**src/ddm_pkg.sv**
```systemverilog
package ddm_pkg;

  // Field widths
  localparam int MODE_W   = 3;
  localparam int BYTE_W   = 8;
  localparam int WSPD_W   = 7;
  localparam int DRIVE_W  = 9;
  localparam int SPEED_W  = 16;
  localparam int RAD_W    = 11;
  localparam int CFG_IDX_W = 2;

  // Divider widths: numerator is 100 * speed, denominator is 2 * radius
  localparam int NUM_W    = 16;
  localparam int DEN_W    = RAD_W + 1;
  localparam int QUO_W    = NUM_W + 1;
  localparam int CNT_W    = $clog2(NUM_W);
  localparam int CLAMP_W  = QUO_W + 1;

  // Command codes
  localparam logic [MODE_W-1:0] MODE_SET_SPEED   = 3'd0;
  localparam logic [MODE_W-1:0] MODE_SET_STEER   = 3'd1;
  localparam logic [MODE_W-1:0] MODE_ALTER_SPEED = 3'd2;
  localparam logic [MODE_W-1:0] MODE_STOP        = 3'd3;
  localparam logic [MODE_W-1:0] MODE_RUN_STATE   = 3'd4;
  localparam logic [MODE_W-1:0] MODE_TICK        = 3'd5;

  // Configuration register indexes
  localparam logic [CFG_IDX_W-1:0] CFG_SPEED_LIMIT  = 2'd0;
  localparam logic [CFG_IDX_W-1:0] CFG_WANDER_SPEED = 2'd1;
  localparam logic [CFG_IDX_W-1:0] CFG_OBST_DIST    = 2'd2;
  localparam logic [CFG_IDX_W-1:0] CFG_WANDER_PER   = 2'd3;

  // Configuration reset values
  localparam logic [BYTE_W-1:0] RST_SPEED_LIMIT  = 8'd200;
  localparam logic [WSPD_W-1:0] RST_WANDER_SPEED = 7'd65;
  localparam logic [BYTE_W-1:0] RST_OBST_DIST    = 8'd30;
  localparam logic [BYTE_W-1:0] RST_WANDER_PER   = 8'd7;

  // Run states
  localparam logic RUN_NORMAL = 1'b0;

  // Steering map constants
  localparam logic signed [BYTE_W-1:0] STEER_DEADBAND = 8'sd5;
  localparam logic signed [BYTE_W-1:0] STEER_MAX      = 8'sd127;
  localparam logic signed [RAD_W-1:0]  SPIN_RADIUS    = 11'sd762;
  localparam logic signed [RAD_W-1:0]  RAD_POS_BASE   = 11'sd742;
  localparam logic signed [RAD_W-1:0]  RAD_NEG_BASE   = -11'sd782;
  localparam logic signed [RAD_W-1:0]  RAD_STEP       = 11'sd6;
  localparam logic signed [NUM_W-1:0]  MIX_GAIN       = 16'sd100;

  // Sequencer states
  typedef enum logic [2:0] {
    ST_IDLE,
    ST_EXEC,
    ST_MIX,
    ST_DIV,
    ST_OUT
  } ddm_state_t;

  // Divider request and response
  typedef struct packed {
    logic                    start;
    logic signed [NUM_W-1:0] num;
    logic signed [DEN_W-1:0] den;
  } div_req_t;

  typedef struct packed {
    logic                    done;
    logic signed [QUO_W-1:0] quo;
  } div_rsp_t;

  // Steering value to turn radius.
  function automatic logic signed [RAD_W-1:0] steer_radius(
    input logic signed [BYTE_W-1:0] d
  );
    logic signed [RAD_W-1:0] dx;
    logic signed [RAD_W-1:0] res;
    dx = {{(RAD_W-BYTE_W){d[BYTE_W-1]}}, d};
    if (d >= -STEER_DEADBAND && d <= STEER_DEADBAND) begin
      res = '0;
    end else if (d == STEER_MAX) begin
      res = -SPIN_RADIUS;
    end else if (d == -STEER_MAX) begin
      res = SPIN_RADIUS;
    end else if (d >= 0) begin
      res = RAD_POS_BASE - RAD_STEP * dx;
    end else begin
      res = RAD_NEG_BASE - RAD_STEP * dx;
    end
    return res;
  endfunction

  // Saturate a speed to plus or minus the limit.
  function automatic logic signed [DRIVE_W-1:0] clamp_speed(
    input logic signed [CLAMP_W-1:0] v,
    input logic [BYTE_W-1:0]         lim
  );
    logic signed [CLAMP_W-1:0] hi;
    logic signed [CLAMP_W-1:0] lo;
    logic signed [CLAMP_W-1:0] res;
    hi = $signed({{(CLAMP_W-BYTE_W){1'b0}}, lim});
    lo = -hi;
    if (v > hi) begin
      res = hi;
    end else if (v < lo) begin
      res = lo;
    end else begin
      res = v;
    end
    return res[DRIVE_W-1:0];
  endfunction

endpackage

```
**src/ddm_if.sv**
```systemverilog
// Command channel
interface ddm_in_if;
  logic                                 valid;
  logic                                 ready;
  logic [ddm_pkg::MODE_W-1:0]           mode;
  logic signed [ddm_pkg::BYTE_W-1:0]    amount;
  logic                                 run_state;
  logic                                 first_run;
  logic [ddm_pkg::BYTE_W-1:0]           distance;
  logic signed [ddm_pkg::BYTE_W-1:0]    random_heading;

  modport source(output valid, mode, amount, run_state, first_run, distance,
                 random_heading, input ready);
  modport sink(input valid, mode, amount, run_state, first_run, distance,
               random_heading, output ready);
endinterface

// Result channel
interface ddm_out_if;
  logic                                 valid;
  logic                                 ready;
  logic signed [ddm_pkg::DRIVE_W-1:0]   left_drive;
  logic signed [ddm_pkg::DRIVE_W-1:0]   right_drive;
  logic                                 drive_written;
  logic signed [ddm_pkg::SPEED_W-1:0]   speed_setting;
  logic signed [ddm_pkg::RAD_W-1:0]     turn_radius;

  modport source(output valid, left_drive, right_drive, drive_written,
                 speed_setting, turn_radius, input ready);
  modport sink(input valid, left_drive, right_drive, drive_written,
               speed_setting, turn_radius, output ready);
endinterface

// Configuration write channel
interface ddm_cfg_if;
  logic                                 valid;
  logic                                 ready;
  logic [ddm_pkg::CFG_IDX_W-1:0]        index;
  logic [ddm_pkg::BYTE_W-1:0]           data;

  modport source(output valid, index, data, input ready);
  modport sink(input valid, index, data, output ready);
endinterface

```
**src/differential_drive_mixer_core.sv**
```systemverilog
// Differential-drive steering mixer. Each command item is taken when in_ch is
// ready, executed, and answered by exactly one result item carrying the wheel
// speeds, the requested speed and the turn radius. The block holds one item
// at a time: ready is low from acceptance until the result has been taken.
// After acceptance an item steps through ST_EXEC, ST_OUT if it needs no mix,
// ST_EXEC, ST_MIX, ST_OUT if the mix is straight ahead or a spin on the spot,
// and ST_EXEC, ST_MIX, ST_DIV, ST_OUT if the wheel-speed offset must be
// divided; ST_OUT holds until the output handshake and ST_DIV waits on the
// shared bit-serial divider, which resolves one quotient bit per cycle over a
// 16-bit numerator and flags done with the last bit. Configuration writes are
// accepted at any cycle and should only be issued while no item is in flight.
module differential_drive_mixer_core (
  input logic      clk,
  input logic      rst_n,
  ddm_in_if.sink   in_ch,
  ddm_out_if.source out_ch,
  ddm_cfg_if.sink  cfg_ch
);
  import ddm_pkg::*;

  // Configuration registers
  logic [BYTE_W-1:0]  speed_limit_r;
  logic [WSPD_W-1:0]  wander_speed_r;
  logic [BYTE_W-1:0]  obst_dist_r;
  logic [BYTE_W-1:0]  wander_per_r;

  // Latched command item
  logic [MODE_W-1:0]         mode_r;
  logic signed [BYTE_W-1:0]  amount_r;
  logic                      run_state_r;
  logic                      first_run_r;
  logic [BYTE_W-1:0]         distance_r;
  logic signed [BYTE_W-1:0]  heading_r;

  // Mixer state and its next values
  ddm_state_t                state_r, state_nxt;
  logic signed [SPEED_W-1:0] req_r, req_nxt;
  logic signed [DRIVE_W-1:0] clamped_r, clamped_nxt;
  logic signed [RAD_W-1:0]   radius_r, radius_nxt;
  logic signed [DRIVE_W-1:0] left_r, left_nxt;
  logic signed [DRIVE_W-1:0] right_r, right_nxt;
  logic                      fresh_r, fresh_nxt;
  logic                      cur_r, cur_nxt;
  logic                      prev_r, prev_nxt;
  logic                      pend_r, pend_nxt;
  logic [BYTE_W-1:0]         cnt_r, cnt_nxt;
  logic                      written_r, written_nxt;

  div_req_t div_req;
  div_rsp_t div_rsp;

  logic                      in_acc;
  logic                      do_mix;
  logic                      spd_put;
  logic signed [SPEED_W-1:0] spd_val;
  logic signed [SPEED_W-1:0] amt_ext;
  logic signed [SPEED_W-1:0] wspd_ext;
  logic signed [CLAMP_W-1:0] s_ext;
  logic signed [CLAMP_W-1:0] q_ext;

  assign in_acc      = in_ch.valid && in_ch.ready;
  assign in_ch.ready = (state_r == ST_IDLE);
  assign cfg_ch.ready = 1'b1;

  assign amt_ext  = {{(SPEED_W-BYTE_W){amount_r[BYTE_W-1]}}, amount_r};
  assign wspd_ext = $signed({{(SPEED_W-WSPD_W){1'b0}}, wander_speed_r});
  assign s_ext    = {{(CLAMP_W-DRIVE_W){clamped_r[DRIVE_W-1]}}, clamped_r};
  assign q_ext    = {div_rsp.quo[QUO_W-1], div_rsp.quo};

  // Configuration writes
  always_ff @(posedge clk) begin
    if (!rst_n) begin
      speed_limit_r  <= RST_SPEED_LIMIT;
      wander_speed_r <= RST_WANDER_SPEED;
      obst_dist_r    <= RST_OBST_DIST;
      wander_per_r   <= RST_WANDER_PER;
    end else if (cfg_ch.valid && cfg_ch.ready) begin
      unique case (cfg_ch.index)
        CFG_SPEED_LIMIT:  speed_limit_r  <= cfg_ch.data;
        CFG_WANDER_SPEED: wander_speed_r <= cfg_ch.data[WSPD_W-1:0];
        CFG_OBST_DIST:    obst_dist_r    <= cfg_ch.data;
        CFG_WANDER_PER:   wander_per_r   <= cfg_ch.data;
        default: ;
      endcase
    end
  end

  // Capture the command item on acceptance
  always_ff @(posedge clk) begin
    if (in_acc) begin
      mode_r      <= in_ch.mode;
      amount_r    <= in_ch.amount;
      run_state_r <= in_ch.run_state;
      first_run_r <= in_ch.first_run;
      distance_r  <= in_ch.distance;
      heading_r   <= in_ch.random_heading;
    end
  end

  // Sequencer and mixer state registers
  always_ff @(posedge clk) begin
    if (!rst_n) begin
      state_r   <= ST_IDLE;
      req_r     <= '0;
      clamped_r <= '0;
      radius_r  <= '0;
      left_r    <= '0;
      right_r   <= '0;
      fresh_r   <= 1'b0;
      cur_r     <= RUN_NORMAL;
      prev_r    <= RUN_NORMAL;
      pend_r    <= 1'b0;
      cnt_r     <= '0;
      written_r <= 1'b0;
    end else begin
      state_r   <= state_nxt;
      req_r     <= req_nxt;
      clamped_r <= clamped_nxt;
      radius_r  <= radius_nxt;
      left_r    <= left_nxt;
      right_r   <= right_nxt;
      fresh_r   <= fresh_nxt;
      cur_r     <= cur_nxt;
      prev_r    <= prev_nxt;
      pend_r    <= pend_nxt;
      cnt_r     <= cnt_nxt;
      written_r <= written_nxt;
    end
  end

  // Next state: command execution, then mixing, through the shared divider where the radius calls for it.
  always_comb begin
    state_nxt   = state_r;
    req_nxt     = req_r;
    clamped_nxt = clamped_r;
    radius_nxt  = radius_r;
    left_nxt    = left_r;
    right_nxt   = right_r;
    fresh_nxt   = fresh_r;
    cur_nxt     = cur_r;
    prev_nxt    = prev_r;
    pend_nxt    = pend_r;
    cnt_nxt     = cnt_r;
    written_nxt = written_r;
    do_mix      = 1'b0;
    spd_put     = 1'b0;
    spd_val     = req_r;
    div_req.start = 1'b0;
    div_req.num   = NUM_W'(clamped_r) * MIX_GAIN;
    div_req.den   = {radius_r, 1'b0};

    unique case (state_r)
      ST_IDLE: begin
        if (in_acc) begin
          state_nxt = ST_EXEC;
        end
      end

      ST_EXEC: begin
        written_nxt = 1'b0;
        unique case (mode_r)
          MODE_SET_SPEED: begin
            spd_put = 1'b1;
            spd_val = amt_ext;
            do_mix  = 1'b1;
          end
          MODE_SET_STEER: begin
            radius_nxt = steer_radius(amount_r);
            do_mix     = 1'b1;
          end
          MODE_ALTER_SPEED: begin
            // Only acts once a speed computation has happened.
            if (fresh_r) begin
              spd_put = 1'b1;
              spd_val = req_r + amt_ext;
              do_mix  = 1'b1;
            end
          end
          MODE_STOP: begin
            radius_nxt = '0;
            spd_put    = 1'b1;
            spd_val    = '0;
            do_mix     = 1'b1;
          end
          MODE_RUN_STATE: begin
            cur_nxt  = run_state_r;
            pend_nxt = first_run_r;
          end
          MODE_TICK: begin
            // A change of run state stops both wheels first.
            if (cur_r != prev_r) begin
              prev_nxt    = cur_r;
              left_nxt    = '0;
              right_nxt   = '0;
              written_nxt = 1'b1;
            end
            if (cur_r == RUN_NORMAL) begin
              written_nxt = 1'b1;
            end else begin
              if (pend_r) begin
                spd_put  = 1'b1;
                spd_val  = wspd_ext;
                pend_nxt = 1'b0;
                do_mix   = 1'b1;
              end
              if (distance_r <= obst_dist_r) begin
                // Obstacle ahead: back off straight.
                spd_put     = 1'b1;
                spd_val     = -wspd_ext;
                radius_nxt  = '0;
                do_mix      = 1'b1;
                written_nxt = 1'b1;
              end else if (cnt_r >= wander_per_r) begin
                // Period expired: take a new heading.
                cnt_nxt     = '0;
                spd_put     = 1'b1;
                spd_val     = wspd_ext;
                radius_nxt  = steer_radius(heading_r);
                do_mix      = 1'b1;
                written_nxt = 1'b1;
              end else begin
                cnt_nxt = cnt_r + 1'b1;
              end
            end
          end
          default: ;
        endcase
        if (spd_put) begin
          req_nxt     = spd_val;
          clamped_nxt = clamp_speed({{(CLAMP_W-SPEED_W){spd_val[SPEED_W-1]}}, spd_val},
                                    speed_limit_r);
        end
        if (do_mix) begin
          fresh_nxt = 1'b1;
          state_nxt = ST_MIX;
        end else begin
          state_nxt = ST_OUT;
        end
      end

      ST_MIX: begin
        // Straight and spin radii need no division.
        priority if (radius_r == '0) begin
          left_nxt  = clamp_speed(s_ext, speed_limit_r);
          right_nxt = clamp_speed(s_ext, speed_limit_r);
          state_nxt = ST_OUT;
        end else if (radius_r == SPIN_RADIUS) begin
          left_nxt  = clamp_speed(s_ext, speed_limit_r);
          right_nxt = clamp_speed(-s_ext, speed_limit_r);
          state_nxt = ST_OUT;
        end else if (radius_r == -SPIN_RADIUS) begin
          left_nxt  = clamp_speed(-s_ext, speed_limit_r);
          right_nxt = clamp_speed(s_ext, speed_limit_r);
          state_nxt = ST_OUT;
        end else begin
          div_req.start = 1'b1;
          state_nxt     = ST_DIV;
        end
      end

      ST_DIV: begin
        if (div_rsp.done) begin
          left_nxt  = clamp_speed(s_ext + q_ext, speed_limit_r);
          right_nxt = clamp_speed(s_ext - q_ext, speed_limit_r);
          state_nxt = ST_OUT;
        end
      end

      ST_OUT: begin
        if (out_ch.ready) begin
          state_nxt = ST_IDLE;
        end
      end

      default: state_nxt = ST_IDLE;
    endcase
  end

  // Shared divider for the wheel-speed offset
  ddm_div u_div (
    .clk   (clk),
    .rst_n (rst_n),
    .req_i (div_req),
    .rsp_o (div_rsp)
  );

  // Result item straight from the state registers
  assign out_ch.valid         = (state_r == ST_OUT);
  assign out_ch.left_drive    = left_r;
  assign out_ch.right_drive   = right_r;
  assign out_ch.drive_written = written_r;
  assign out_ch.speed_setting = req_r;
  assign out_ch.turn_radius   = radius_r;

  a_one_item : assert property (@(posedge clk) disable iff (!rst_n)
    out_ch.valid |-> !in_ch.ready)
    else $error("new item accepted while a result is pending");
  a_acc_exec : assert property (@(posedge clk) disable iff (!rst_n)
    in_acc |=> (state_r == ST_EXEC))
    else $error("accepted item not executed next cycle");
  a_div_from_mix : assert property (@(posedge clk) disable iff (!rst_n)
    div_req.start |-> (state_r == ST_MIX && radius_r != '0))
    else $error("divider started outside the mixing step");
  a_written_tick : assert property (@(posedge clk) disable iff (!rst_n)
    (out_ch.valid && out_ch.drive_written) |-> (mode_r == MODE_TICK))
    else $error("drive write flagged for a non-tick item");

endmodule

```
**src/ddm_div.sv**
```systemverilog
module ddm_div (
  input  logic              clk,
  input  logic              rst_n,
  input  ddm_pkg::div_req_t req_i,
  output ddm_pkg::div_rsp_t rsp_o
);
  import ddm_pkg::*;

  logic                 busy_r;
  logic                 done_r;
  logic [CNT_W-1:0]     cnt_r;
  logic [NUM_W-1:0]     dvd_r;
  logic [DEN_W-1:0]     den_r;
  logic [DEN_W-1:0]     rem_r;
  logic                 neg_r;

  logic [DEN_W:0]       rem_sh;
  logic [DEN_W:0]       rem_sub;
  logic                 ge;
  logic [NUM_W-1:0]     num_mag;
  logic [DEN_W-1:0]     den_mag;
  logic [QUO_W-1:0]     quo_pos;

  // Operand magnitudes at start
  assign num_mag = req_i.num[NUM_W-1] ? NUM_W'(-req_i.num) : NUM_W'(req_i.num);
  assign den_mag = req_i.den[DEN_W-1] ? DEN_W'(-req_i.den) : DEN_W'(req_i.den);

  // One restoring step: shift in the next dividend bit and trial-subtract.
  assign rem_sh  = {rem_r, dvd_r[NUM_W-1]};
  assign rem_sub = rem_sh - {1'b0, den_r};
  assign ge      = (rem_sh >= {1'b0, den_r});

  // Control registers
  always_ff @(posedge clk) begin
    if (!rst_n) begin
      busy_r <= 1'b0;
      done_r <= 1'b0;
      cnt_r  <= '0;
    end else begin
      done_r <= 1'b0;
      if (req_i.start) begin
        busy_r <= 1'b1;
        cnt_r  <= '0;
      end else if (busy_r) begin
        cnt_r <= cnt_r + 1'b1;
        if (cnt_r == CNT_W'(NUM_W - 1)) begin
          busy_r <= 1'b0;
          done_r <= 1'b1;
        end
      end
    end
  end

  // Datapath registers
  always_ff @(posedge clk) begin
    if (req_i.start) begin
      dvd_r <= num_mag;
      den_r <= den_mag;
      rem_r <= '0;
      neg_r <= req_i.num[NUM_W-1] ^ req_i.den[DEN_W-1];
    end else if (busy_r) begin
      dvd_r <= {dvd_r[NUM_W-2:0], ge};
      rem_r <= ge ? rem_sub[DEN_W-1:0] : rem_sh[DEN_W-1:0];
    end
  end

  // Truncating quotient with the sign restored
  assign quo_pos    = {1'b0, dvd_r};
  assign rsp_o.done = done_r;
  assign rsp_o.quo  = neg_r ? $signed(-quo_pos) : $signed(quo_pos);

  a_start_idle : assert property (@(posedge clk) disable iff (!rst_n)
    req_i.start |-> !busy_r)
    else $error("divider started while busy");
  a_done_ends : assert property (@(posedge clk) disable iff (!rst_n)
    (busy_r && !req_i.start && cnt_r == CNT_W'(NUM_W - 1)) |=> (done_r && !busy_r))
    else $error("divider did not finish after its last step");
  a_done_idle : assert property (@(posedge clk) disable iff (!rst_n)
    done_r |-> !busy_r)
    else $error("divider done while still busy");

endmodule

```
**src/flat_wrapper.sv**
```systemverilog
// flat-port wrapper written by rule: the top's interface ports become plain ports
module differential_drive_mixer_core_flat import ddm_pkg::*;
  (clk, rst_n, in_ch_valid, in_ch_mode, in_ch_amount, in_ch_run_state, in_ch_first_run, in_ch_distance, in_ch_random_heading, in_ch_ready, out_ch_valid, out_ch_left_drive, out_ch_right_drive, out_ch_drive_written, out_ch_speed_setting, out_ch_turn_radius, out_ch_ready, cfg_ch_valid, cfg_ch_index, cfg_ch_data, cfg_ch_ready);
  ddm_in_if in_ch_i ();
  ddm_out_if out_ch_i ();
  ddm_cfg_if cfg_ch_i ();
  input logic clk;
  input logic rst_n;
  input wire logic [$bits(in_ch_i.valid)-1:0] in_ch_valid;
  input wire logic [$bits(in_ch_i.mode)-1:0] in_ch_mode;
  input wire logic [$bits(in_ch_i.amount)-1:0] in_ch_amount;
  input wire logic [$bits(in_ch_i.run_state)-1:0] in_ch_run_state;
  input wire logic [$bits(in_ch_i.first_run)-1:0] in_ch_first_run;
  input wire logic [$bits(in_ch_i.distance)-1:0] in_ch_distance;
  input wire logic [$bits(in_ch_i.random_heading)-1:0] in_ch_random_heading;
  output wire logic [$bits(in_ch_i.ready)-1:0] in_ch_ready;
  output wire logic [$bits(out_ch_i.valid)-1:0] out_ch_valid;
  output wire logic [$bits(out_ch_i.left_drive)-1:0] out_ch_left_drive;
  output wire logic [$bits(out_ch_i.right_drive)-1:0] out_ch_right_drive;
  output wire logic [$bits(out_ch_i.drive_written)-1:0] out_ch_drive_written;
  output wire logic [$bits(out_ch_i.speed_setting)-1:0] out_ch_speed_setting;
  output wire logic [$bits(out_ch_i.turn_radius)-1:0] out_ch_turn_radius;
  input wire logic [$bits(out_ch_i.ready)-1:0] out_ch_ready;
  input wire logic [$bits(cfg_ch_i.valid)-1:0] cfg_ch_valid;
  input wire logic [$bits(cfg_ch_i.index)-1:0] cfg_ch_index;
  input wire logic [$bits(cfg_ch_i.data)-1:0] cfg_ch_data;
  output wire logic [$bits(cfg_ch_i.ready)-1:0] cfg_ch_ready;
  assign in_ch_i.valid = in_ch_valid;
  assign in_ch_i.mode = in_ch_mode;
  assign in_ch_i.amount = in_ch_amount;
  assign in_ch_i.run_state = in_ch_run_state;
  assign in_ch_i.first_run = in_ch_first_run;
  assign in_ch_i.distance = in_ch_distance;
  assign in_ch_i.random_heading = in_ch_random_heading;
  assign in_ch_ready = in_ch_i.ready;
  assign out_ch_valid = out_ch_i.valid;
  assign out_ch_left_drive = out_ch_i.left_drive;
  assign out_ch_right_drive = out_ch_i.right_drive;
  assign out_ch_drive_written = out_ch_i.drive_written;
  assign out_ch_speed_setting = out_ch_i.speed_setting;
  assign out_ch_turn_radius = out_ch_i.turn_radius;
  assign out_ch_i.ready = out_ch_ready;
  assign cfg_ch_i.valid = cfg_ch_valid;
  assign cfg_ch_i.index = cfg_ch_index;
  assign cfg_ch_i.data = cfg_ch_data;
  assign cfg_ch_ready = cfg_ch_i.ready;
  differential_drive_mixer_core u_core (.clk(clk), .rst_n(rst_n), .in_ch(in_ch_i), .out_ch(out_ch_i), .cfg_ch(cfg_ch_i));
endmodule
```
**config.mk**
```make
export PLATFORM = sky130hd
export DESIGN_NAME = differential_drive_mixer_core_flat
export DESIGN_NICKNAME = d
export VERILOG_FILES = /design/src/ddm_pkg.sv /design/src/ddm_if.sv /design/src/differential_drive_mixer_core.sv /design/src/ddm_div.sv /design/src/flat_wrapper.sv
export SDC_FILE = /design/constraint.sdc
export NUM_CORES = 1
export LEC_CHECK = 0
export BUFFER_PORTS_ARGS = -buffer_cell sky130_fd_sc_hd__buf_2
export CORE_MARGIN = 4
export CORE_UTILIZATION = 59
export DETAILED_ROUTE_END_ITERATION = 7
export PLACE_DENSITY = 0.75
export SLEW_MARGIN = 40
export SYNTH_ARGS = -nofsm -noshare
export SYNTH_HDL_FRONTEND = slang
export SYNTH_SLANG_ARGS = --single-unit
```
**constraint.sdc**
```tcl
create_clock -name clk -period 7.7 [get_ports clk]
set_input_delay 0.385 -clock clk [delete_from_list [all_inputs] [get_ports clk]]
set_output_delay 0.385 -clock clk [all_outputs]
set_load 0.005 [all_outputs]
```
### After elaboration in Yosys (flattened, before gate mapping)

Index checks and enable logic that the tools add are counted.

| word-level totals | value |
|---|---|
| bits in registers | 177 |
| latch bits | 0 |
| bits in writable memories | 0 |
| bits in read-only memories | 0 |
| input port bits | 44 |
| logic and storage cells | 208 |
| memories kept | 0 |

| operators by class | value |
|---|---|
| add/sub/neg operators | 16 |
| multipliers | 3 |
| divide/modulo/power cells | 0 |
| order comparisons | 19 |
| equality and inequality tests | 28 |
| shift operators | 0 |
| mux-type cells | 80 |
| bitwise logic cells | 4 |
| reductions and logical operators | 28 |

Operator list:

| cell | number |
|---|---|
| 9-bit 2-to-1 mux | 20 |
| 16-bit 2-to-1 mux | 9 |
| 11-bit 2-to-1 mux | 12 |
| 16-bit case mux with 4 select lines | 1 |
| 18-bit by 9-bit greater-than comparator with 1-bit output | 3 |
| 18-bit < comparator | 3 |
| 62 further kinds | 130 |

### Longest topological paths before layout

Gate-level depths: netlist of the first run.

| logic depth | value |
|---|---|
| word-level depth | 10 |
| mapped depth | 28 |
| mapped depth without buffers | 26 |

### By module

A second synthesis of the first run with hierarchy kept.

| second synthesis, totals | value |
|---|---|
| cells, all modules | 2436 |
| area, all modules | 19447.4 um^2 |

By module, submodules not included:

| module | instances | cells each | area each (um^2) | seq. area each (um^2) |
|---|---|---|---|---|
| differential_drive_mixer_core | 1 | 2057 | 16126.7 | 2872.8 |
| ddm_div | 1 | 379 | 3320.7 | 1231.2 |

### Worst setup path before layout of the first run

OpenSTA, ideal clock, no wires.

| path | value |
|---|---|
| path kind | register to register |
| start point | register u_core.u_div.dvd_r[0] |
| end point | register u_core.left_r[8], in the netlist u_core.out_ch.left_drive[8] |
| arrival | 5.667 ns |
| data required time | 7.626 ns |
| setup slack | 1.959 ns |
| cell stages (with the launch flop) | 26 |
| path buffers | 3 |
| period minus slack after synthesis | 5.741 ns |

| on the way | value |
|---|---|
| cells in the longest elaborated chain, start to end | 8 |
| elaborated cells between the ends (all ways) | 9 |
| those cells by class | add/sub (2); order compare (2); mux (5) |

RTL lines:

| item | line | text |
|---|---|---|
| start, declared | ddm_div.sv:12 | `logic [NUM_W-1:0] dvd_r;` |
| start signal, assigned | ddm_div.sv:57 | `dvd_r <= num_mag;` |
| start signal, assigned | ddm_div.sv:62 | `dvd_r <= {dvd_r[NUM_W-2:0], ge};` |
| 16-bit negation with 17-bit output | ddm_div.sv:70 | `assign rsp_o.quo = neg_r ? $signed(-quo_pos) : $signed(quo_pos);` |
| 17-bit 2-to-1 mux (*) | ddm_div.sv:70 |  |
| 9-bit by 17-bit adder with 18-bit output (*) | differential_drive_mixer_core.sv:263 | `left_nxt = clamp_speed(s_ext + q_ext, speed_limit_r);` |
| [2 not listed] | - |  |
| 9-bit 2-to-1 mux (*) | ddm_pkg.sv:103 | `if (v > hi) begin` |
| 9-bit 2-to-1 mux (*) | differential_drive_mixer_core.sv:262 | `if (div_rsp.done) begin` |
| 9-bit case mux with 3 select lines (*) | differential_drive_mixer_core.sv:152 | `unique case (state_r)` |
| end signal, assigned | differential_drive_mixer_core.sv:120 | `left_r <= left_nxt;` |
| end, declared | differential_drive_mixer_core.sv:40 | `logic signed [DRIVE_W-1:0] left_r, left_nxt;` |

Mark *: on every way between the ends. The rest lies on a longest branch, timed or not. The select of a mux whose other input is x is not followed.
A chain may end at the register's enable or synchronous reset.

### Final worst setup path of the first run

| path | value |
|---|---|
| start point | register u_core.u_div.dvd_r[0] |
| end point | register u_core.right_r[2], in the netlist u_core.out_ch.right_drive[2] |

| on the way | value |
|---|---|
| cells in the longest elaborated chain, start to end | 8 |
| elaborated cells between the ends (all ways) | 9 |
| those cells by class | add/sub (2); order compare (2); mux (5) |

RTL lines:

| item | line | text |
|---|---|---|
| 16-bit negation with 17-bit output | ddm_div.sv:70 |  |
| 17-bit 2-to-1 mux (*) | ddm_div.sv:70 |  |
| 9-bit by 17-bit subtractor with 18-bit output (*) | differential_drive_mixer_core.sv:264 | `right_nxt = clamp_speed(s_ext - q_ext, speed_limit_r);` |
| [2 not listed] | - |  |
| 9-bit 2-to-1 mux (*) | ddm_pkg.sv:103 |  |
| 9-bit 2-to-1 mux (*) | differential_drive_mixer_core.sv:262 |  |
| 9-bit case mux with 3 select lines (*) | differential_drive_mixer_core.sv:152 |  |
| end signal, assigned | differential_drive_mixer_core.sv:121 | `right_r <= right_nxt;` |
| end, declared | differential_drive_mixer_core.sv:41 | `logic signed [DRIVE_W-1:0] right_r, right_nxt;` |

Marked as above.

==> impl_results.html, run 1 <==
<table>
<tr><th>Metric</th><th>Value</th></tr>
<tr><th colspan="2">Clock network</th></tr>
<tr><td>Post CTS Setup Buffer Count</td><td>0</td></tr>
<tr><td>Post-cts gate resize count</td><td>0</td></tr>
<tr><td>Clock latency on the worst-skew pair</td><td>approximately 0.47 ns</td></tr>
<tr><td>CTS H-Tree Depth</td><td>4</td></tr>
<tr><td>CTS tree</td><td>built</td></tr>
<tr><td>Number of hold buffers added after cts</td><td>0</td></tr>
<tr><td>Num CTS Buffers</td><td>17</td></tr>
<tr><td>Clock Path Buffers</td><td>2</td></tr>
<tr><td>Clk sinks</td><td>between 150 and 200</td></tr>
<tr><td>Clock slew seen by the registers of the worst setup and hold paths</td><td>about 0.080 ns</td></tr>
<tr><td>Root buffer cell</td><td>sky130_fd_sc_hd__clkbuf_16</td></tr>
<tr><th colspan="2">Setup path</th></tr>
<tr><td>CP max FO</td><td>16</td></tr>
<tr><td>Type of the worst setup path</td><td>reg2reg</td></tr>
<tr><td>Capturing element type of the critical path</td><td>flip-flop</td></tr>
<tr><td>Worst r2r dst</td><td>u_core.out_ch.right_drive[2]</td></tr>
<tr><td>Data required time at the worst endpoint</td><td>about 8 ns</td></tr>
<tr><td>Launch instance of the worst register-to-register path</td><td>u_core.u_div.dvd_r[0]</td></tr>
<tr><td>Data arrival time of the critical path</td><td>6.75 ns</td></tr>
<tr><td>Critical-path cell with the highest stage delay</td><td>sky130_fd_sc_hd__o41a_1</td></tr>
<tr><td>Worst path cell trace</td><td>inv_1, ha_1, nand2_1, or3_1, or4_1, o21ai_0, xnor2_1, ha_1, inv_1, a2111oi_0, o21ai_0, o21ai_1, o21ai_2, xnor2_1, ha_1, a21o_1, a2111o_1, o41a_1, mux2_2, o21ai_0, o22ai_1</td></tr>
<tr><td>Depth of the most critical reg-to-reg path</td><td>21</td></tr>
<tr><td>Reg2reg setup slack</td><td>between 1 and 1.5 ns</td></tr>
<tr><td>Crit path largest cell delay</td><td>about 0.67 ns</td></tr>
<tr><td>Setup crit start kind</td><td>flip-flop</td></tr>
<tr><th colspan="2">Die</th></tr>
<tr><td>Number of I/O pins</td><td>93</td></tr>
<tr><td>Floorplan die area</td><td>~35000 µm²</td></tr>
<tr><td>Area of the core region</td><td>between 30000 and 40000 µm²</td></tr>
<tr><td>Site row count</td><td>65</td></tr>
<tr><td>Width of the die</td><td>187 µm</td></tr>
<tr><td>DIE HEIGHT</td><td>187 µm</td></tr>
<tr><td>Initial Util</td><td>0.598</td></tr>
<tr><th colspan="2">Cells and area</th></tr>
<tr><td>Count of placed standard cells in the final layout, fillers left out</td><td>2855</td></tr>
<tr><td>Post-route core utilization</td><td>0.640</td></tr>
<tr><td>Share of post-route cells with drive strength above 1</td><td>0.0746</td></tr>
<tr><td>Final #Nets</td><td>between 2000 and 3000</td></tr>
<tr><td>Total inserted antenna cells</td><td>0</td></tr>
<tr><td>Area growth syn-to-layout</td><td>6.97%</td></tr>
<tr><td>Final instance area</td><td>a little over 20000 µm²</td></tr>
<tr><th colspan="2">STA</th></tr>
<tr><td>Max-slew violations</td><td>0</td></tr>
<tr><td>Tmin final</td><td>6.41 ns</td></tr>
<tr><td>Relative max-transition margin</td><td>0.426</td></tr>
<tr><td>Actual transition at the worst max-transition pin</td><td>about 0.86 ns</td></tr>
<tr><td>Setup Viol. Count Final</td><td>0</td></tr>
<tr><td>Final setup TNS</td><td>0 ns</td></tr>
<tr><td>RSZ-0062 raised after global routing</td><td>no</td></tr>
<tr><td>Final hold violations</td><td>0</td></tr>
<tr><td>Setup skew after layout</td><td>about 0.011 ns</td></tr>
<tr><td>Period utilisation layout</td><td>0.832</td></tr>
<tr><td>FMAX</td><td>approximately 160 MHz</td></tr>
<tr><th colspan="2">Logic synthesis</th></tr>
<tr><td>Syn Area/Cell</td><td>7.83 µm²</td></tr>
<tr><td>Cell type with the highest aggregate area in the netlist</td><td>sky130_fd_sc_hd__ha_1</td></tr>
<tr><td>Mapped Nets</td><td>roughly 2800</td></tr>
<tr><td>Synth unique cells</td><td>86</td></tr>
<tr><td>Netlist area before placement</td><td>between 15000 and 20000 µm²</td></tr>
<tr><td>Synth Flop Type</td><td>sky130_fd_sc_hd__dfxtp_1</td></tr>
<tr><td>Sequential fraction of the synthesis area</td><td>0.214</td></tr>
<tr><td>Warning count from the yosys run</td><td>0</td></tr>
<tr><td>Number of flops mapped to enable cells by yosys</td><td>56</td></tr>
<tr><td>Register bit count reported by yosys</td><td>174</td></tr>
<tr><td>Ranking of synthesized cells by area</td><td>sky130_fd_sc_hd__ha_1 (20%), sky130_fd_sc_hd__dfxtp_1 (13%), sky130_fd_sc_hd__edfxtp_1 (8.9%)</td></tr>
<tr><td>Synthesized netlist cell count</td><td>2410</td></tr>
<tr><td>Share of the synthesized area in the top cell type</td><td>0.197</td></tr>
<tr><td>Async set or reset register ratio after synthesis</td><td>0</td></tr>
<tr><th colspan="2">Place</th></tr>
<tr><td>Placed instance count</td><td>2822</td></tr>
<tr><td>DP Area</td><td>roughly 20000 µm²</td></tr>
<tr><td>Count of input and output buffers</td><td>90</td></tr>
<tr><td>Post-DP HPWL</td><td>44900 µm</td></tr>
<tr><td>Weighted congestion at the end of routability-driven global placement</td><td>slightly below 1</td></tr>
<tr><th colspan="2">GRT</th></tr>
<tr><td>Combined global-route utilization of all metal layers</td><td>0.325</td></tr>
<tr><td>Number of global-route vias before repair</td><td>~18000</td></tr>
<tr><td>First-pass GRT wire length</td><td>93200 µm</td></tr>
<tr><td>Largest net degree at the start of global routing</td><td>51</td></tr>
<tr><td>Antenna violations before repair</td><td>1</td></tr>
<tr><td>Total congestion overflow after global routing</td><td>0</td></tr>
<tr><th colspan="2">Min path</th></tr>
<tr><td>Worst Min Path Start</td><td>in_ch_mode[0]</td></tr>
<tr><td>Class of the worst hold path</td><td>in2reg</td></tr>
<tr><td>Endpoint, Worst Hold</td><td>u_core.mode_r[0]</td></tr>
<tr><td>Cells on Worst Hold Path</td><td>1</td></tr>
<tr><th colspan="2">Route</th></tr>
<tr><td>Detail Route Antenna Nets</td><td>0</td></tr>
<tr><td>First drt pass iteration count</td><td>6</td></tr>
<tr><td>Final wirelength</td><td>between 50000 and 60000 µm</td></tr>
<tr><td>Detail-routed net length per standard cell</td><td>around 20 µm</td></tr>
<tr><td>Initial drt markers</td><td>around 2000</td></tr>
<tr><td>DRC violations left</td><td>0</td></tr>
<tr><td>Total via count in the routed design</td><td>roughly 19000</td></tr>
<tr><td>Avg Vias per Cell</td><td>roughly 6.5</td></tr>
<tr><th colspan="2">Pwr</th></tr>
<tr><td>Final Power</td><td>~3.5 mW</td></tr>
<tr><td>Power density over the cells</td><td>roughly 170 nW/µm²</td></tr>
<tr><td>Leakage power total</td><td>approximately 9.1 nW</td></tr>
<tr><td>Peak supply drop</td><td>0.176 mV</td></tr>
<tr><th colspan="2">Status</th></tr>
<tr><td>Result of the run</td><td>finished clean</td></tr>
<tr><th colspan="2">Run</th></tr>
<tr><td>Max capacitance violation total</td><td>0</td></tr>
</table>
[layout make-up]
type,instances,area [µm²]
Clock buffer,17,425
Fill cell,2755,11400
Clock inverter,15,145
Tap cell,402,503
Timing Repair Buffer,113,616
Multi-Input combinational cell,1952,13800
Sequential cell,174,4040
Inverter,182,683
[registers in the layout (all words and copies together), names as in the netlist, 8 cells and up]
| register | flops |
|---|---|
| u_core.distance_r | 8 |
| u_core.out_ch.turn_radius | 10 |
| u_core.amount_r | 8 |
| u_core.obst_dist_r | 8 |
| u_core.heading_r | 8 |
| u_core.out_ch.speed_setting | 16 |
| u_core.u_div.den_r | 10 |
| u_core.clamped_r | 9 |
| u_core.out_ch.right_drive | 9 |
| u_core.cnt_r | 8 |
| u_core.speed_limit_r | 8 |
| u_core.wander_per_r | 8 |
| u_core.out_ch.left_drive | 9 |
| u_core.u_div.rem_r | 12 |
| u_core.u_div.dvd_r | 16 |
[cell usage in the layout (no fill, tap or decap), types with 17 or more instances in the layout]
cell type,Yosys,final
sky130_fd_sc_hd__nor3_1,81,80
sky130_fd_sc_hd__a31oi_1,25,23
sky130_fd_sc_hd__dfxtp_1,118,118
sky130_fd_sc_hd__or3_1,21,20
sky130_fd_sc_hd__xnor2_1,86,86
sky130_fd_sc_hd__edfxtp_1,56,56
sky130_fd_sc_hd__clkbuf_16,0,17
sky130_fd_sc_hd__o21ai_0,154,153
sky130_fd_sc_hd__o21a_1,32,32
sky130_fd_sc_hd__a21o_1,39,39
sky130_fd_sc_hd__nor2_1,236,236
sky130_fd_sc_hd__xor2_1,33,32
sky130_fd_sc_hd__ha_1,297,297
sky130_fd_sc_hd__inv_1,178,178
sky130_fd_sc_hd__nand4_1,32,32
sky130_fd_sc_hd__buf_4,12,20
sky130_fd_sc_hd__mux2i_1,39,39
sky130_fd_sc_hd__buf_2,3,93
sky130_fd_sc_hd__a211oi_1,43,43
sky130_fd_sc_hd__a21oi_1,196,196
sky130_fd_sc_hd__and3_1,17,17
sky130_fd_sc_hd__nand2_1,181,181
sky130_fd_sc_hd__nor2b_1,28,28
sky130_fd_sc_hd__o31ai_1,20,20
sky130_fd_sc_hd__nand3_1,68,68
sky130_fd_sc_hd__o211ai_1,32,32
sky130_fd_sc_hd__nand2b_1,29,29
[critical path: cells and delay by family, from the launching register on]
family / cells / cell delay (ns)
xor+xnor: 2 / 0.37
compound gates: 10 / 2.93
mux: 1 / 0.37
simple gates: 3 / 0.86
flops: 1 / 0.47
fa+ha+maj: 3 / 0.98
buf+inv: 2 / 0.30
[cells by family (layout without fill, tap and decap cells)]
| logic type | after synthesis | after routing | synth area share |
|---|---|---|---|
| xor gates and xnor gates | 119 | 119 | 0.0552 |
| AOI/OAI and AO/OA | 694 | 694 | 0.236 |
| muxes | 47 | 47 | 0.0255 |
| DFF | 174 | 174 | 0.214 |
| buffers and inverters | 284 | 327 | 0.0599 |
| and+or+nand+nor | 781 | 781 | 0.199 |
| adders and majority gates | 309 | 309 | 0.210 |
| other | 2 | 2 | 0.000398 |
[metal layers]
layer  part of all wire  GRT usage  routed length, µm  up-vias
li1                   -          -                  -     8841
met1               0.41      0.407              23800     8571
met2               0.45      0.534              26300      856
met3              0.077     0.0558               4520      237
met4              0.064      0.185               3730        2
met5            0.00060          0                 35        -
[synth_stat cells, types with 6 or more instances]
master / instances
sky130_fd_sc_hd__o211a_1: 6
sky130_fd_sc_hd__xnor2_1: 86
sky130_fd_sc_hd__nand4_1: 32
sky130_fd_sc_hd__nor2_1: 236
sky130_fd_sc_hd__fa_1: 12
sky130_fd_sc_hd__a211o_1: 12
sky130_fd_sc_hd__nor3_1: 81
sky130_fd_sc_hd__and3_1: 17
sky130_fd_sc_hd__a2111oi_0: 9
sky130_fd_sc_hd__nor2b_1: 28
sky130_fd_sc_hd__and2_1: 15
sky130_fd_sc_hd__mux2_2: 7
sky130_fd_sc_hd__o22ai_1: 15
sky130_fd_sc_hd__a22oi_1: 6
sky130_fd_sc_hd__a211oi_1: 43
sky130_fd_sc_hd__o21ai_0: 154
sky130_fd_sc_hd__inv_1: 178
sky130_fd_sc_hd__or2_2: 9
sky130_fd_sc_hd__mux2i_1: 39
sky130_fd_sc_hd__o31ai_1: 20
sky130_fd_sc_hd__buf_4: 12
sky130_fd_sc_hd__nand3_1: 68
sky130_fd_sc_hd__edfxtp_1: 56
sky130_fd_sc_hd__a221oi_1: 8
sky130_fd_sc_hd__nand2b_1: 29
sky130_fd_sc_hd__nor4_1: 16
sky130_fd_sc_hd__nand3b_1: 12
sky130_fd_sc_hd__nor3b_1: 9
sky130_fd_sc_hd__o211ai_1: 32
sky130_fd_sc_hd__ha_1: 297
sky130_fd_sc_hd__a31oi_1: 25
sky130_fd_sc_hd__xor2_1: 33
sky130_fd_sc_hd__dfxtp_1: 118
sky130_fd_sc_hd__o21a_1: 32
sky130_fd_sc_hd__o311ai_0: 11
sky130_fd_sc_hd__o21bai_1: 13
sky130_fd_sc_hd__or3_1: 21
sky130_fd_sc_hd__a21o_1: 39
sky130_fd_sc_hd__a21oi_1: 196
sky130_fd_sc_hd__nand2_1: 181
sky130_fd_sc_hd__clkbuf_1: 80
sky130_fd_sc_hd__o41ai_1: 9
[worst max-delay path by stage]
stage	startpoint	end	slack, ns	cells after the start
after floorplan	u_core.u_div.dvd_r[0]	u_core.out_ch.left_drive[8]	1.96	25
after global placement	u_core.u_div.dvd_r[0]	u_core.out_ch.left_drive[6]	1.60	24
after detailed placement	u_core.u_div.dvd_r[0]	u_core.out_ch.right_drive[2]	1.39	22
after CTS	u_core.u_div.dvd_r[0]	u_core.out_ch.right_drive[2]	1.35	22
after global routing	u_core.u_div.dvd_r[0]	u_core.out_ch.left_drive[6]	0.86	24
final	u_core.u_div.dvd_r[0]	u_core.out_ch.right_drive[2]	1.29	21
[where the power goes]
| group | internal, mW | switching, mW | leakage, nW | total, mW |
|---|---|---|---|---|
| Combinational | 0.598 | 0.934 | 7.38 | 1.53 |
| Clock | 0.431 | 0.445 | 0.279 | 0.876 |
| Sequential | 1.02 | 0.0873 | 1.48 | 1.11 |
| Total | 2.05 | 1.47 | 9.14 | 3.52 |
[per-stage QoR]
stage | setup slack [ns] | hold slack, ns
2_1_floorplan | 1.96 | 0.436
3_3_place_gp | 1.60 | 0.444
3_5_place_dp | 1.39 | 0.443
4_1_cts | 1.35 | 0.0776
5_1_grt | 0.864 | 0.0831
6_report | 1.29 | 0.0896
Power figures use the tool's default switching activity.
==> run 2, diff against run 1 <==
--- a/config.mk
+++ b/config.mk
@@ -7,9 +7,9 @@
 export LEC_CHECK = 0
 export BUFFER_PORTS_ARGS = -buffer_cell sky130_fd_sc_hd__buf_2
 export CORE_MARGIN = 4
-export CORE_UTILIZATION = 59
+export CORE_UTILIZATION = 58
 export DETAILED_ROUTE_END_ITERATION = 7
-export PLACE_DENSITY = 0.75
+export PLACE_DENSITY = 0.77
 export SLEW_MARGIN = 40
 export SYNTH_ARGS = -nofsm -noshare
 export SYNTH_HDL_FRONTEND = slang
==> constraint.sdc (replaced) <==
create_clock -name clk -period 5.2 [get_ports clk]
set_input_delay 0.26 -clock clk [delete_from_list [all_inputs] [get_ports clk]]
set_output_delay 0.26 -clock clk [all_outputs]
set_load 0.005 [all_outputs]
==> impl_results.html, run 2 (synthesis gave the netlist of run 1 again) <==
<table>
<tr><th>Metric</th><th>Value</th></tr>
<tr><th colspan="2">Die</th></tr>
<tr><td>Width of the die</td><td>188 µm (+0.82%)</td></tr>
<tr><td>Site row count</td><td>65 (unchanged)</td></tr>
<tr><td>DIE HEIGHT</td><td>188 µm (+0.82%)</td></tr>
<tr><td>Area of the core region</td><td>31800 µm² (+0.77%)</td></tr>
<tr><td>Number of I/O pins</td><td>93 (unchanged)</td></tr>
<tr><td>Floorplan die area</td><td>35500 µm² (+1.6%)</td></tr>
<tr><td>Initial Util</td><td>0.594 (-0.00459)</td></tr>
<tr><th colspan="2">Place</th></tr>
<tr><td>Weighted congestion at the end of routability-driven global placement</td><td>1.03 (+5.0%)</td></tr>
<tr><td>Placed instance count</td><td>2986 (+5.8%)</td></tr>
<tr><td>DP Area</td><td>20600 µm² (+5.3%)</td></tr>
<tr><td>Count of input and output buffers</td><td>90 (unchanged)</td></tr>
<tr><td>Post-DP HPWL</td><td>48300 µm (+7.5%)</td></tr>
<tr><td>Pre-CTS WS</td><td>-0.363 ns (-1.75 ns)</td></tr>
<tr><th colspan="2">Route</th></tr>
<tr><td>First drt pass iteration count</td><td>8 (+2)</td></tr>
<tr><td>Avg Vias per Cell</td><td>6.31 (-2.6%)</td></tr>
<tr><td>DRC violations left</td><td>2 (+2)</td></tr>
<tr><td>Detail-routed net length per standard cell</td><td>20.8 µm (+1.8%)</td></tr>
<tr><td>Initial drt markers</td><td>1783 (-9.1%)</td></tr>
<tr><td>Total via count in the routed design</td><td>19354 (+4.6%)</td></tr>
<tr><td>Detail Route Antenna Nets</td><td>0 (unchanged)</td></tr>
<tr><td>Final wirelength</td><td>63800 µm (+9.3%)</td></tr>
<tr><th colspan="2">STA</th></tr>
<tr><td>Final hold violations</td><td>0 (unchanged)</td></tr>
<tr><td>Setup Viol. Count Final</td><td>17 (+17)</td></tr>
<tr><td>Slack of the critical path</td><td>-0.157 ns (-1.45 ns)</td></tr>
<tr><td>Max-slew violations</td><td>0 (unchanged)</td></tr>
<tr><td>Relative max-transition margin</td><td>0.422 (-0.00374)</td></tr>
<tr><td>FMAX</td><td>187 MHz (+20%)</td></tr>
<tr><td>Setup skew after layout</td><td>0.0135 ns (+0.00257 ns)</td></tr>
<tr><td>RSZ-0062 raised after global routing</td><td>yes</td></tr>
<tr><td>Period utilisation layout</td><td>1.03 (+0.198)</td></tr>
<tr><td>Actual transition at the worst max-transition pin</td><td>0.859 ns (+0.00383 ns)</td></tr>
<tr><td>Tmin final</td><td>5.36 ns (-1.05 ns)</td></tr>
<tr><th colspan="2">Setup path</th></tr>
<tr><td>Data required time at the worst endpoint</td><td>5.55 ns (-2.49 ns)</td></tr>
<tr><td>Data arrival time of the critical path</td><td>5.70 ns (-1.05 ns)</td></tr>
<tr><td>Crit path largest cell delay</td><td>0.47 ns (-0.20 ns)</td></tr>
<tr><td>Capturing element type of the critical path</td><td>flip-flop</td></tr>
<tr><td>Type of the worst setup path</td><td>reg2reg</td></tr>
<tr><td>Critical-path cell with the highest stage delay</td><td>sky130_fd_sc_hd__or4_4</td></tr>
<tr><td>Number of buffers and inverters on the critical path</td><td>4 (+2)</td></tr>
<tr><td>Setup crit start kind</td><td>flip-flop</td></tr>
<tr><td>Most Frequent Cell on Critical Path</td><td>sky130_fd_sc_hd__nand2_1</td></tr>
<tr><td>CP max FO</td><td>7 (-9)</td></tr>
<tr><td>Cell family with the largest share of critical-path delay</td><td>simple AND/OR/NAND/NOR gates</td></tr>
<tr><th colspan="2">GRT</th></tr>
<tr><td>Total congestion overflow after global routing</td><td>0 (unchanged)</td></tr>
<tr><td>Number of global-route vias before repair</td><td>18355 (+2.8%)</td></tr>
<tr><td>Antenna violations before repair</td><td>0 (-1)</td></tr>
<tr><td>First-pass GRT wire length</td><td>99000 µm (+6.3%)</td></tr>
<tr><td>Combined global-route utilization of all metal layers</td><td>0.346 (+0.0205)</td></tr>
<tr><td>Largest net degree at the start of global routing</td><td>64 (+25%)</td></tr>
<tr><th colspan="2">Cells and area</th></tr>
<tr><td>Count of placed standard cells in the final layout, fillers left out</td><td>3066 (+7.4%)</td></tr>
<tr><td>Share of post-route cells with drive strength above 1</td><td>0.143 (+0.0687)</td></tr>
<tr><td>Post-route core utilization</td><td>0.690 (+0.0503)</td></tr>
<tr><td>Most frequent cells in the layout</td><td>sky130_fd_sc_hd__ha_1 (294), sky130_fd_sc_hd__nor2_1 (232), sky130_fd_sc_hd__a21oi_1 (192), sky130_fd_sc_hd__nand2_1 (178), sky130_fd_sc_hd__inv_1 (175)</td></tr>
<tr><td>Area growth syn-to-layout</td><td>16.3%</td></tr>
<tr><td>Most common cell after layout, fill and taps aside</td><td>sky130_fd_sc_hd__ha_1</td></tr>
<tr><td>Final #Nets</td><td>2971 (+6.4%)</td></tr>
<tr><td>Total inserted antenna cells</td><td>0 (unchanged)</td></tr>
<tr><td>Sequential Area</td><td>4040 µm² (unchanged)</td></tr>
<tr><td>Number of fill cells</td><td>2665 (-3.3%)</td></tr>
<tr><td>Final instance area</td><td>21900 µm² (+8.7%)</td></tr>
<tr><td>Multi-input gate area in the final layout</td><td>14000 µm² (+1.9%)</td></tr>
<tr><th colspan="2">Clock network</th></tr>
<tr><td>CTS H-Tree Depth</td><td>4 (unchanged)</td></tr>
<tr><td>Num CTS Buffers</td><td>17 (unchanged)</td></tr>
<tr><td>Clock Path Buffers</td><td>2 (unchanged)</td></tr>
<tr><td>CTS tree</td><td>built</td></tr>
<tr><td>Root buffer cell</td><td>sky130_fd_sc_hd__clkbuf_16</td></tr>
<tr><td>Clock latency on the worst-skew pair</td><td>0.46 ns (about the same)</td></tr>
<tr><td>Clock slew seen by the registers of the worst setup and hold paths</td><td>0.08 ns (about the same)</td></tr>
<tr><td>Clk sinks</td><td>174 (unchanged)</td></tr>
<tr><th colspan="2">Pwr</th></tr>
<tr><td>Final Power</td><td>5.48 mW (+56%)</td></tr>
<tr><td>Peak supply drop</td><td>0.261 mV (+48%)</td></tr>
<tr><td>Leakage power total</td><td>10.1 nW (+10%)</td></tr>
<tr><td>Power density over the cells</td><td>250 nW/µm² (+43%)</td></tr>
<tr><th colspan="2">Min path</th></tr>
<tr><td>Class of the worst hold path</td><td>in2reg</td></tr>
<tr><th colspan="2">Run</th></tr>
<tr><td>Max capacitance violation total</td><td>0 (unchanged)</td></tr>
<tr><th colspan="2">Status</th></tr>
<tr><td>Result of the run</td><td>finished, violations left</td></tr>
<tr><td>Violated checks</td><td>DRC, setup timing</td></tr>
</table>
[run 2: cell types whose count changed in the layout (fill, tap and decap cells not counted), sizes merged]
cell | before | now
clkinv | 8 | 5
buf | 113 | 262
dlygate4sd3 | 0 | 29
clkinvlp | 1 | 0
bufinv | 0 | 1
clkbuf | 17 | 23
inv | 188 | 185
[run 2: metal layers]
| metal | GRT usage | vias up | share of wire |
|---|---|---|---|
| li1 | - | 9172 | - |
| met1 | 0.430 | 9084 | 0.41 |
| met2 | 0.583 | 874 | 0.46 |
| met3 | 0.0519 | 224 | 0.071 |
| met4 | 0.180 | 0 | 0.058 |
| met5 | 0 | - | 0 |
[run 2: final timing paths]
path | startpoint | endpoint | slack (ns) | depth (start not counted)
hold / removal | cfg_ch_data[7] | u_core.speed_limit_r[7] | 0.09 | 3
setup reg to reg | u_core.u_div.dvd_r[1] | u_core.out_ch.right_drive[1] | -0.16 | 25
setup / recovery | u_core.u_div.dvd_r[1] | u_core.out_ch.right_drive[1] | -0.16 | 25
hold reg to reg | u_core.out_ch.drive_written | u_core.out_ch.drive_written | 0.46 | 2
[run 2: cell type report]
class,count,share of cell area
clock buffer,23,0.0223
inverter,182,0.0311
clock inverter,9,0.00445
tap,435,0.0248
multi-input combinational,1952,0.640
sequential,174,0.184
timing repair buffer,291,0.0935
[run 2: what timing repair did]
action | 4_1_cts | 5_1_grt
setup endpoints to repair | 18 | 27
hold buffers | 29 | 0
setup buffers | 6 | 12
pin swaps | 15 | 22
cloned | 0 | 1
resized for setup | 30 | 45
endpoints found under the hold margin | 29 | 0
[run 2: through the flow]
| step | hold slack, ns | TNS (ns) |
|---|---|---|
| final | 0.0941 | -1.64 |
| after global routing | 0.0961 | -6.27 |
| after CTS | 0.0781 | -0.242 |
| after detailed placement | 0.438 | -5.15 |
| after global placement | 0.436 | -2.47 |
| after floorplan | 0.359 | -0.100 |
[run 2: where the power goes]
| part | total (mW) | leakage [nW] | switching [mW] | internal [mW] |
|---|---|---|---|---|
| Clock | 1.35 | 0.291 | 0.623 | 0.725 |
| Combinational | 2.51 | 8.32 | 1.49 | 1.02 |
| Sequential | 1.62 | 1.48 | 0.109 | 1.51 |
| Total | 5.48 | 10.1 | 2.22 | 3.26 |
[run 2: worst register-to-register path, cell delays in order (launching register included)]
cell                        delay (ns)
sky130_fd_sc_hd__edfxtp_1         0.43
sky130_fd_sc_hd__inv_2            0.11
sky130_fd_sc_hd__ha_4             0.14
sky130_fd_sc_hd__nand2_2          0.05
sky130_fd_sc_hd__or3_4            0.34
sky130_fd_sc_hd__o31a_1           0.25
sky130_fd_sc_hd__xor2_1           0.16
sky130_fd_sc_hd__ha_1             0.32
sky130_fd_sc_hd__or4_4            0.47
sky130_fd_sc_hd__or3_4            0.36
sky130_fd_sc_hd__o21ai_4          0.18
sky130_fd_sc_hd__buf_4            0.15
sky130_fd_sc_hd__mux2_1           0.33
sky130_fd_sc_hd__nand2_1          0.09
sky130_fd_sc_hd__ha_1             0.28
sky130_fd_sc_hd__nand2_1          0.09
sky130_fd_sc_hd__nor2_1           0.06
sky130_fd_sc_hd__a2111oi_2        0.31
sky130_fd_sc_hd__nor2_1           0.10
sky130_fd_sc_hd__o41a_1           0.37
sky130_fd_sc_hd__buf_6            0.16
sky130_fd_sc_hd__buf_4            0.16
sky130_fd_sc_hd__nand2_1          0.07
sky130_fd_sc_hd__o21ai_0          0.08
sky130_fd_sc_hd__o21ai_1          0.14
sky130_fd_sc_hd__o22ai_1          0.09
==> run 3, diff against run 2 <==
--- a/config.mk
+++ b/config.mk
@@ -5,6 +5,7 @@
 export SDC_FILE = /design/constraint.sdc
 export NUM_CORES = 1
 export LEC_CHECK = 0
+export ABC_AREA = 1
 export BUFFER_PORTS_ARGS = -buffer_cell sky130_fd_sc_hd__buf_2
 export CORE_MARGIN = 4
 export CORE_UTILIZATION = 58
==> impl_results.html, run 3 <==
<table>
<tr><th>Metric</th><th>Value</th></tr>
<tr><th colspan="2">Clock network</th></tr>
<tr><td>Clk sinks</td><td>174 (unchanged)</td></tr>
<tr><td>CTS tree</td><td>built</td></tr>
<tr><td>CTS H-Tree Depth</td><td>4 (unchanged)</td></tr>
<tr><td>Clock slew seen by the registers of the worst setup and hold paths</td><td>0.07 ns (about the same)</td></tr>
<tr><td>Clock Path Buffers</td><td>2 (unchanged)</td></tr>
<tr><td>Root buffer cell</td><td>sky130_fd_sc_hd__clkbuf_16</td></tr>
<tr><td>Clock latency on the worst-skew pair</td><td>0.46 ns (about the same)</td></tr>
<tr><td>Num CTS Buffers</td><td>17 (unchanged)</td></tr>
<tr><th colspan="2">Setup path</th></tr>
<tr><td>Worst r2r dst</td><td>u_core.out_ch.right_drive[0]</td></tr>
<tr><td>Reg2reg setup slack</td><td>0.11 ns (+0.26 ns)</td></tr>
<tr><td>Type of the worst setup path</td><td>reg2reg</td></tr>
<tr><td>Data required time at the worst endpoint</td><td>5.60 ns (+0.05 ns)</td></tr>
<tr><td>Most Frequent Cell on Critical Path</td><td>sky130_fd_sc_hd__nand2_2</td></tr>
<tr><td>Launch instance of the worst register-to-register path</td><td>u_core.u_div.dvd_r[1]</td></tr>
<tr><td>CP max FO</td><td>5 (-2)</td></tr>
<tr><td>Data arrival time of the critical path</td><td>5.49 ns (-0.21 ns)</td></tr>
<tr><td>Depth of the most critical reg-to-reg path</td><td>37 (+48%)</td></tr>
<tr><td>Setup crit start kind</td><td>flip-flop</td></tr>
<tr><td>Launch point of the worst path</td><td>u_core.u_div.dvd_r[1]</td></tr>
<tr><td>Crit path largest cell delay</td><td>0.43 ns (-0.04 ns)</td></tr>
<tr><td>Critical path destination</td><td>u_core.out_ch.right_drive[0]</td></tr>
<tr><td>Capturing element type of the critical path</td><td>flip-flop</td></tr>
<tr><td>Critical-path cell with the highest stage delay</td><td>sky130_fd_sc_hd__edfxtp_1</td></tr>
<tr><th colspan="2">Place</th></tr>
<tr><td>Weighted congestion at the end of routability-driven global placement</td><td>1.06 (+3.6%)</td></tr>
<tr><td>Count of input and output buffers</td><td>90 (unchanged)</td></tr>
<tr><td>Post-DP HPWL</td><td>45300 µm (-6.3%)</td></tr>
<tr><td>Placed instance count</td><td>3287 (+10%)</td></tr>
<tr><td>DP Area</td><td>20200 µm² (-2.4%)</td></tr>
<tr><th colspan="2">Logic synthesis</th></tr>
<tr><td>Syn Area/Cell</td><td>6.89 µm² (-12%)</td></tr>
<tr><td>Synth Flop Type</td><td>sky130_fd_sc_hd__dfxtp_1</td></tr>
<tr><td>Cell type with the highest aggregate area in the netlist</td><td>sky130_fd_sc_hd__ha_1</td></tr>
<tr><td>Synthesized netlist cell count</td><td>2774 (+15%)</td></tr>
<tr><td>Register bit count reported by yosys</td><td>174 (unchanged)</td></tr>
<tr><td>Ranking of synthesized cells by area</td><td>sky130_fd_sc_hd__ha_1 (19%), sky130_fd_sc_hd__dfxtp_1 (12%), sky130_fd_sc_hd__nand2_1 (11%)</td></tr>
<tr><td>Warning count from the yosys run</td><td>0 (unchanged)</td></tr>
<tr><td>Synth unique cells</td><td>73 (-15%)</td></tr>
<tr><td>Netlist area before placement</td><td>19100 µm² (+1.3%)</td></tr>
<tr><td>Most instantiated library cell after synthesis</td><td>sky130_fd_sc_hd__nand2_1</td></tr>
<tr><td>Share of the synthesized area in the top cell type</td><td>0.194 (-0.00252)</td></tr>
<tr><td>Number of flops mapped to enable cells by yosys</td><td>56 (unchanged)</td></tr>
<tr><td>Most common library cells after synthesis</td><td>sky130_fd_sc_hd__nand2_1 (569), sky130_fd_sc_hd__inv_1 (416), sky130_fd_sc_hd__ha_1 (297)</td></tr>
<tr><td>Sequential fraction of the synthesis area</td><td>0.211 (-0.00275)</td></tr>
<tr><td>Async set or reset register ratio after synthesis</td><td>0 (unchanged)</td></tr>
<tr><td>Mapped Nets</td><td>3127 (+13%)</td></tr>
<tr><th colspan="2">GRT</th></tr>
<tr><td>Number of global-route vias before repair</td><td>18415 (+0.33%)</td></tr>
<tr><td>Grt met3 use</td><td>0.0523 (+0.000423)</td></tr>
<tr><td>First-pass GRT wire length</td><td>93100 µm (-6.0%)</td></tr>
<tr><td>Met2 track demand over resource in global routing</td><td>0.545 (-0.0374)</td></tr>
<tr><td>Most congested layer reported by global routing</td><td>met2</td></tr>
<tr><td>Total congestion overflow after global routing</td><td>0 (unchanged)</td></tr>
<tr><td>Largest net degree at the start of global routing</td><td>66 (+3.1%)</td></tr>
<tr><td>Antenna violations before repair</td><td>0 (unchanged)</td></tr>
<tr><td>Combined global-route utilization of all metal layers</td><td>0.319 (-0.0273)</td></tr>
<tr><td>Global-route met1 utilization</td><td>0.396 (-0.0340)</td></tr>
<tr><th colspan="2">Route</th></tr>
<tr><td>Detail Route Antenna Nets</td><td>0 (unchanged)</td></tr>
<tr><td>DRC violations left</td><td>0 (-2)</td></tr>
<tr><td>Final wirelength</td><td>58600 µm (-8.1%)</td></tr>
<tr><td>Initial drt markers</td><td>1627 (-8.7%)</td></tr>
<tr><td>Total via count in the routed design</td><td>19283 (-0.37%)</td></tr>
<tr><td>First drt pass iteration count</td><td>5 (-3)</td></tr>
<tr><td>Avg Vias per Cell</td><td>5.75 (-9.0%)</td></tr>
<tr><td>Detail-routed net length per standard cell</td><td>17.5 µm (-16%)</td></tr>
<tr><th colspan="2">Die</th></tr>
<tr><td>Area of the core region</td><td>32500 µm² (+2.3%)</td></tr>
<tr><td>Width of the die</td><td>190 µm (+0.62%)</td></tr>
<tr><td>DIE HEIGHT</td><td>190 µm (+0.62%)</td></tr>
<tr><td>Floorplan die area</td><td>35900 µm² (+1.2%)</td></tr>
<tr><td>Number of I/O pins</td><td>93 (unchanged)</td></tr>
<tr><td>Site row count</td><td>66 (+1.5%)</td></tr>
<tr><td>Initial Util</td><td>0.588 (-0.00591)</td></tr>
<tr><th colspan="2">Cells and area</th></tr>
<tr><td>Number of fill cells</td><td>2949 (+11%)</td></tr>
<tr><td>Most common cell after layout, fill and taps aside</td><td>sky130_fd_sc_hd__nand2_1</td></tr>
<tr><td>Count of placed standard cells in the final layout, fillers left out</td><td>3356 (+9.5%)</td></tr>
<tr><td>Most frequent cells in the layout</td><td>sky130_fd_sc_hd__nand2_1 (560), sky130_fd_sc_hd__inv_1 (406), sky130_fd_sc_hd__ha_1 (289), sky130_fd_sc_hd__a21oi_1 (231), sky130_fd_sc_hd__nand3_1 (227)</td></tr>
<tr><td>Sequential Area</td><td>4040 µm² (unchanged)</td></tr>
<tr><td>Post-route core utilization</td><td>0.655 (-0.0349)</td></tr>
<tr><td>Final instance area</td><td>21300 µm² (-2.9%)</td></tr>
<tr><td>Multi-input gate area in the final layout</td><td>13400 µm² (-4.8%)</td></tr>
<tr><td>Area growth syn-to-layout</td><td>11.5%</td></tr>
<tr><td>Share of post-route cells with drive strength above 1</td><td>0.113 (-0.0300)</td></tr>
<tr><td>Final #Nets</td><td>3254 (+9.5%)</td></tr>
<tr><td>Total inserted antenna cells</td><td>0 (unchanged)</td></tr>
<tr><th colspan="2">STA</th></tr>
<tr><td>RSZ-0062 raised after global routing</td><td>yes</td></tr>
<tr><td>Setup skew after layout</td><td>0.0159 ns (+0.00237 ns)</td></tr>
<tr><td>Final hold violations</td><td>0 (unchanged)</td></tr>
<tr><td>Tmin final</td><td>5.09 ns (-0.262 ns)</td></tr>
<tr><td>FMAX</td><td>196 MHz (+5.1%)</td></tr>
<tr><td>Relative max-transition margin</td><td>0.489 (+0.0672)</td></tr>
<tr><td>Setup Viol. Count Final</td><td>0 (-17)</td></tr>
<tr><td>Period utilisation layout</td><td>0.980 (-0.0504)</td></tr>
<tr><td>Actual transition at the worst max-transition pin</td><td>0.764 ns (-0.0957 ns)</td></tr>
<tr><td>Max-slew violations</td><td>0 (unchanged)</td></tr>
<tr><th colspan="2">Pwr</th></tr>
<tr><td>Final Power</td><td>7.37 mW (+34%)</td></tr>
<tr><td>Peak supply drop</td><td>0.245 mV (-6.0%)</td></tr>
<tr><td>Leakage power total</td><td>11.1 nW (+9.6%)</td></tr>
<tr><td>Power density over the cells</td><td>346 nW/µm² (+38%)</td></tr>
<tr><th colspan="2">Run</th></tr>
<tr><td>Max capacitance violation total</td><td>0 (unchanged)</td></tr>
<tr><th colspan="2">Min path</th></tr>
<tr><td>Class of the worst hold path</td><td>in2reg</td></tr>
<tr><td>Cells on Worst Hold Path</td><td>3 (unchanged)</td></tr>
<tr><th colspan="2">Status</th></tr>
<tr><td>Result of the run</td><td>finished clean</td></tr>
</table>
## run 3: cell count changes after synthesis, moves of 39 or more
cell,previous run,this run
sky130_fd_sc_hd__nor2_1,236,158
sky130_fd_sc_hd__inv_1,178,416
sky130_fd_sc_hd__a21oi_1,196,236
sky130_fd_sc_hd__nand3_1,68,230
sky130_fd_sc_hd__clkbuf_1,80,33
sky130_fd_sc_hd__mux2i_1,39,0
sky130_fd_sc_hd__xnor2_1,86,16
sky130_fd_sc_hd__nand2_1,181,569
sky130_fd_sc_hd__xor2_1,33,88
## run 3: metal layers
metal,vias to the layer above,share of wire
li1,9498,-
met1,8827,0.41
met2,768,0.47
met3,190,0.074
met4,0,0.045
met5,-,0
## run 3: cell type report
type,instances,area share
inverter,447,0.0790
timing repair buffer,172,0.0539
tap,442,0.0259
clock buffer,19,0.0203
clock inverter,13,0.00475
sequential,174,0.190
multi-input combinational,2089,0.626
## run 3: stage by stage
| stage | TNS (ns) | hold WS [ns] | worst slack [ns] |
|---|---|---|---|
| CTS | 0 | 0.0721 | 0.00263 |
| floorplan | 0 | 0.359 | 0.170 |
| finish | 0 | 0.0895 | 0.105 |
| global placement | 0 | 0.436 | 0.143 |
| global route | -1.59 | 0.0951 | -0.183 |
| detailed placement | -0.300 | 0.438 | -0.0624 |
## run 3: how the worst min path moves through the flow
stage / end / from
floorplan: u_core.amount_r[0] / in_ch_amount[0]
detailed placement: u_core.distance_r[3] / in_ch_distance[3]
CTS: u_core.wander_speed_r[6] / cfg_ch_data[6]
global placement: u_core.distance_r[4] / in_ch_distance[4]
finish: u_core.wander_per_r[0] / cfg_ch_data[0]
global route: u_core.speed_limit_r[7] / cfg_ch_data[7]
## run 3: repair_timing
| action | in CTS | in global routing |
|---|---|---|
| resized for setup | 1 | 73 |
| endpoints found under the setup margin | 7 | 18 |
| hold buffers | 29 | 0 |
| endpoints found under the hold margin | 29 | 0 |
| buffers inserted | 0 | 6 |
| cloned | 0 | 2 |
| pin swaps | 0 | 18 |
## run 3: logic make-up (layout without fill, tap and decap cells)
| family | Yosys count | after routing | synth area share |
|---|---|---|---|
| AO/OA/AOI/OAI | 561 | 561 | 0.169 |
| other | 2 | 2 | 0.000393 |
| XOR/XNOR | 106 | 106 | 0.0493 |
| AND/OR/NAND/NOR | 1111 | 1111 | 0.258 |
| buffers and inverters | 511 | 651 | 0.105 |
| adder cells (fa/ha/maj) | 309 | 309 | 0.207 |
| flip-flops | 174 | 174 | 0.211 |
## run 3: report_power, final
group	total (mW)	switching (mW)	internal (mW)
Clock	1.22	0.605	0.620
Sequential	1.76	0.172	1.59
Combinational	4.39	2.89	1.50
Total	7.37	3.67	3.70
## run 3: critical path, delay by kind of cell, from the launching register on
family / cells / cell delay [ns]
AND/OR/NAND/NOR: 16 / 1.63
AO/OA/AOI/OAI: 8 / 1.08
adder cells (fa/ha/maj): 3 / 0.74
buffers and inverters: 8 / 0.73
XOR/XNOR: 2 / 0.47
flip-flops: 1 / 0.43
